`src/design/tefb_ram.sv`:
```
`timescale 1ns / 1ps

module tefb_ram #(
  parameter int WIDTH = 8,
  parameter int DEPTH = 256,
  localparam int AW = (DEPTH > 1) ? $clog2(DEPTH) : 1
) (
  input  logic             clk,
  input  logic             we,
  input  logic [AW-1:0]    waddr,
  input  logic [WIDTH-1:0] wdata,
  input  logic [AW-1:0]    raddr,
  output logic [WIDTH-1:0] rdata
);

  logic [WIDTH-1:0] mem [DEPTH];

  always_ff @(posedge clk) begin
    if (we) begin
      mem[waddr] <= wdata;
    end
    rdata <= mem[raddr];
  end

endmodule
```
`config.mk`:
```
export PLATFORM = sky130hd
export DESIGN_NAME = tefb_ram
export DESIGN_NICKNAME = d
export VERILOG_FILES = /design/src/design/tefb_ram.sv
export SDC_FILE = /design/constraint.sdc
export NUM_CORES = 2
export LEC_CHECK = 0
export BUFFER_PORTS_ARGS = -buffer_cell sky130_fd_sc_hd__buf_2
export CAP_MARGIN = 10
export CELL_PAD_IN_SITES_DETAIL_PLACEMENT = 1
export CELL_PAD_IN_SITES_GLOBAL_PLACEMENT = 1
export CORE_MARGIN = 10
export CORE_UTILIZATION = 46
export CTS_CLUSTER_SIZE = 8
export DETAILED_ROUTE_END_ITERATION = 6
export HOLD_SLACK_MARGIN = 0.02
export PLACE_DENSITY = 0.7
export SYNTH_ARGS = -nofsm -noshare
export SYNTH_HDL_FRONTEND = slang
export SYNTH_SLANG_ARGS = --single-unit
```
`constraint.sdc`:
```
create_clock -name clk -period 5.25 [get_ports clk]
set_input_delay 1.575 -clock clk [delete_from_list [all_inputs] [get_ports clk]]
set_output_delay 1.575 -clock clk [all_outputs]
set_load 0.1 [all_outputs]
```
==> flow_summary.toml <==
[finish]
drive_above_1_share_pct = 25.4
syn2layout_area_growth_pct = 14.7
fin_area_um2 = 91300
nNetsFinal = 4077

[logic_synthesis]
synth.avg_cell_area_um2 = 21.3
synth_top_area_share_pct = 77.3
synthCells = 3733
synth_compound_area_share_pct = 3.42
synth_fa_ha_area_share_pct = 0
yosys.area.top_type = "edfxtp_1"
yosysWarningCount = 0
synth_top_family_by_area = "multiplexers"
synth_xor_area_share_pct = 0
seq_area_frac_synth_pct = 77.5
syn-cell-area_um2 = 79600
ys_seq_elements = 2056
synth.most_common_cell = "edfxtp_1"
ys_top_cells_by_area = "edfxtp_1 77%, mux4_2 13%, mux2i_1 1.7%"
synth_cell_type_count = 55
synth_edf_count = 2048
synth_flop_cell = "edfxtp_1"
async_reset_ff_share_pct = 0
yosys.area_share.simple_pct = 2.63
ys_top_cells_by_count = "2048 x edfxtp_1, 454 x mux4_2, 282 x nor2_1, 134 x mux2i_1, 133 x a22oi_1"
syn_nets = 3759
muxShareOfSynthArea_pct = 14.6

[timing]
rsz0062_at_grt = "false"
fmax_ghz = 0.248
finalWorstSetupSlack_ps = 1220
tightest_slew_ps = 1140
finalHoldViolations = 0
relSlewSlack_pct = 24.0
period_share_pct = 76.7
slew_viol_final = 0
clock_skew_ps = 78.2
setup_viol = 0
fin_crit_ps = 4030

[pwr]
p_leak_uw = 0.0285
power_uw = 36900
ir_drop_uv = 383
power.density_nw_per_um2 = 405

[global_routing]
grt_max_degree = 145
globalRouteOverflowTotal = 0
antenna_found_initial = 12
grt_pass1_wl_mm = 312
grt_pass1_vias = 42500
grt_usage_pct = 22.3

[run]
max_cap_viol_count = 0

[clock_network]
post_cts_buffers = 0
cts_tree = "built"
cts_hold_buffers = 0
ctsLongestPathBuffers = 4
h-tree-depth = 5
clkSinkCount = 2056
post_cts_resized = 0
clk_latency_ps = 920
clk_pin_slew_worst_paths_ps = 50
numCtsBuffers = 307
cts-root-buf = "clkbuf_16"

[floorplan]
die_area_um2 = 190000
fp.dieH_um = 436
initial_core_util_pct = 46.3
num_io_pins = 34
die_w_um = 436
rows = 152
core_area_um2 = 172000

[drt]
viasPerCell = 6.27
dr_total_vias = 40100
wl_per_cell_um = 33.4
first_pass_iters = 6
wl_mm = 214
drtAntennaViolNets = 0
drt_iter0_drc = 4812
remaining_drc_errors = 0

[placed_design]
dpl.hpwl_mm = 130
portBuffers = 33
gp_congestion = 0.841
dpl_cell_area_um2 = 83300
dp_slack_ps = 307

[hold_path]
min_path_type = "primary input to flip-flop"

[setup_path]
worst_ep_arrival_time_ps = 4780
crit_required_ps = 6000
cp-end-kind = "flip-flop"
critPathMaxFanout = 31
cp-start-kind = "primary input"
path_class = "primary input to flip-flop"

[outcome]
run_status = "finished clean"
==> final timing paths <==
| check | startpoint | to | slack (ps) | depth (start not counted) |
|---|---|---|---|---|
| worst min register to register | mem[50][2] | rdata[2] | 1200 | 5 |
| worst min-delay path | wdata[5] | mem[206][5] | 1130 | 1 |
| worst max register to register | mem[77][0] | rdata[0] | 2390 | 7 |
| worst max-delay path | raddr[0] | rdata[6] | 1220 | 9 |
==> registers in the layout, summed over array words and instances (netlist names) <==
| name | flops |
|---|---|
| rdata | 8 |
| mem | 2048 |
==> layout by cell type (no fill, tap or decap), types with 8 or more instances in the layout <==
cell type / count
edfxtp_1: 2048
mux4_2: 454
clkbuf_16: 311
nor2_1: 279
buf_4: 178
mux2i_1: 134
a22oi_1: 133
a21oi_1: 96
o221ai_1: 46
nand3_1: 34
nand2_1: 33
buf_12: 30
o22ai_1: 28
nor2b_1: 28
buf_2: 23
nor3_1: 22
nor4_1: 22
clkbuf_1: 20
a211oi_1: 16
a221oi_1: 13
nand4_1: 10
o211ai_1: 10
o21ai_0: 10
buf_8: 9
nand2b_1: 8
a22o_1: 8
dfxtp_1: 8
==> cell type report <==
| class | count | area [µm²] |
|---|---|---|
| sequential | 2056 | 61700 |
| fill | 14800 | 80500 |
| timing repair buffer | 242 | 2210 |
| inverter | 2 | 7.51 |
| multi-input combinational | 1442 | 16500 |
| tap | 2310 | 2890 |
| clock inverter | 10 | 134 |
| clock buffer | 331 | 7860 |
| antenna | 3 | 7.51 |
==> metrics by stage <==
step	TNS, ps	hold WS, ps	utilization [%]	std cells
2_1_floorplan	0	770	-	3733
3_3_place_gp	-129	1110	48.5	6048
3_5_place_dp	0	1140	48.5	6051
4_1_cts	0	1120	53.1	6392
5_1_grt	0	1140	53.1	6394
6_report	0	1130	53.1	6396
==> cells by family (layout without fill, tap and decap cells) <==
logic type / count (synthesis) / after routing
simple gates: 466 / 466
compound gates: 385 / 385
mux: 591 / 591
other cells: 0 / 3
buf+inv: 235 / 585
flops: 2056 / 2056
==> routing by layer <==
| metal | GRT usage, % | vias up | part of all wire [%] |
|---|---|---|---|
| li1 | - | 16200 | - |
| met1 | 30.6 | 21500 | 40 |
| met2 | 35.7 | 1936 | 48 |
| met3 | 4.14 | 436 | 7.9 |
| met4 | 8.17 | 0 | 3.9 |
| met5 | 0 | - | 0 |
==> worst max-delay path, stage by stage <==
cell	delay, ps
buf_8	380
buf_12	320
buf_4	250
mux4_2	510
a22oi_1	390
a21oi_1	260
nor4_1	720
buf_4	250
nor4_2	50
==> report_power, final <==
group / switching (µW) / internal [µW] / leakage [µW]
clock: 6510 / 10400 / 0.00392
combinational: 1200 / 589 / 0.00615
sequential: 42.5 / 18100 / 0.0185
total: 7750 / 29200 / 0.0285
No activity file was read; power rests on OpenSTA's default activity.
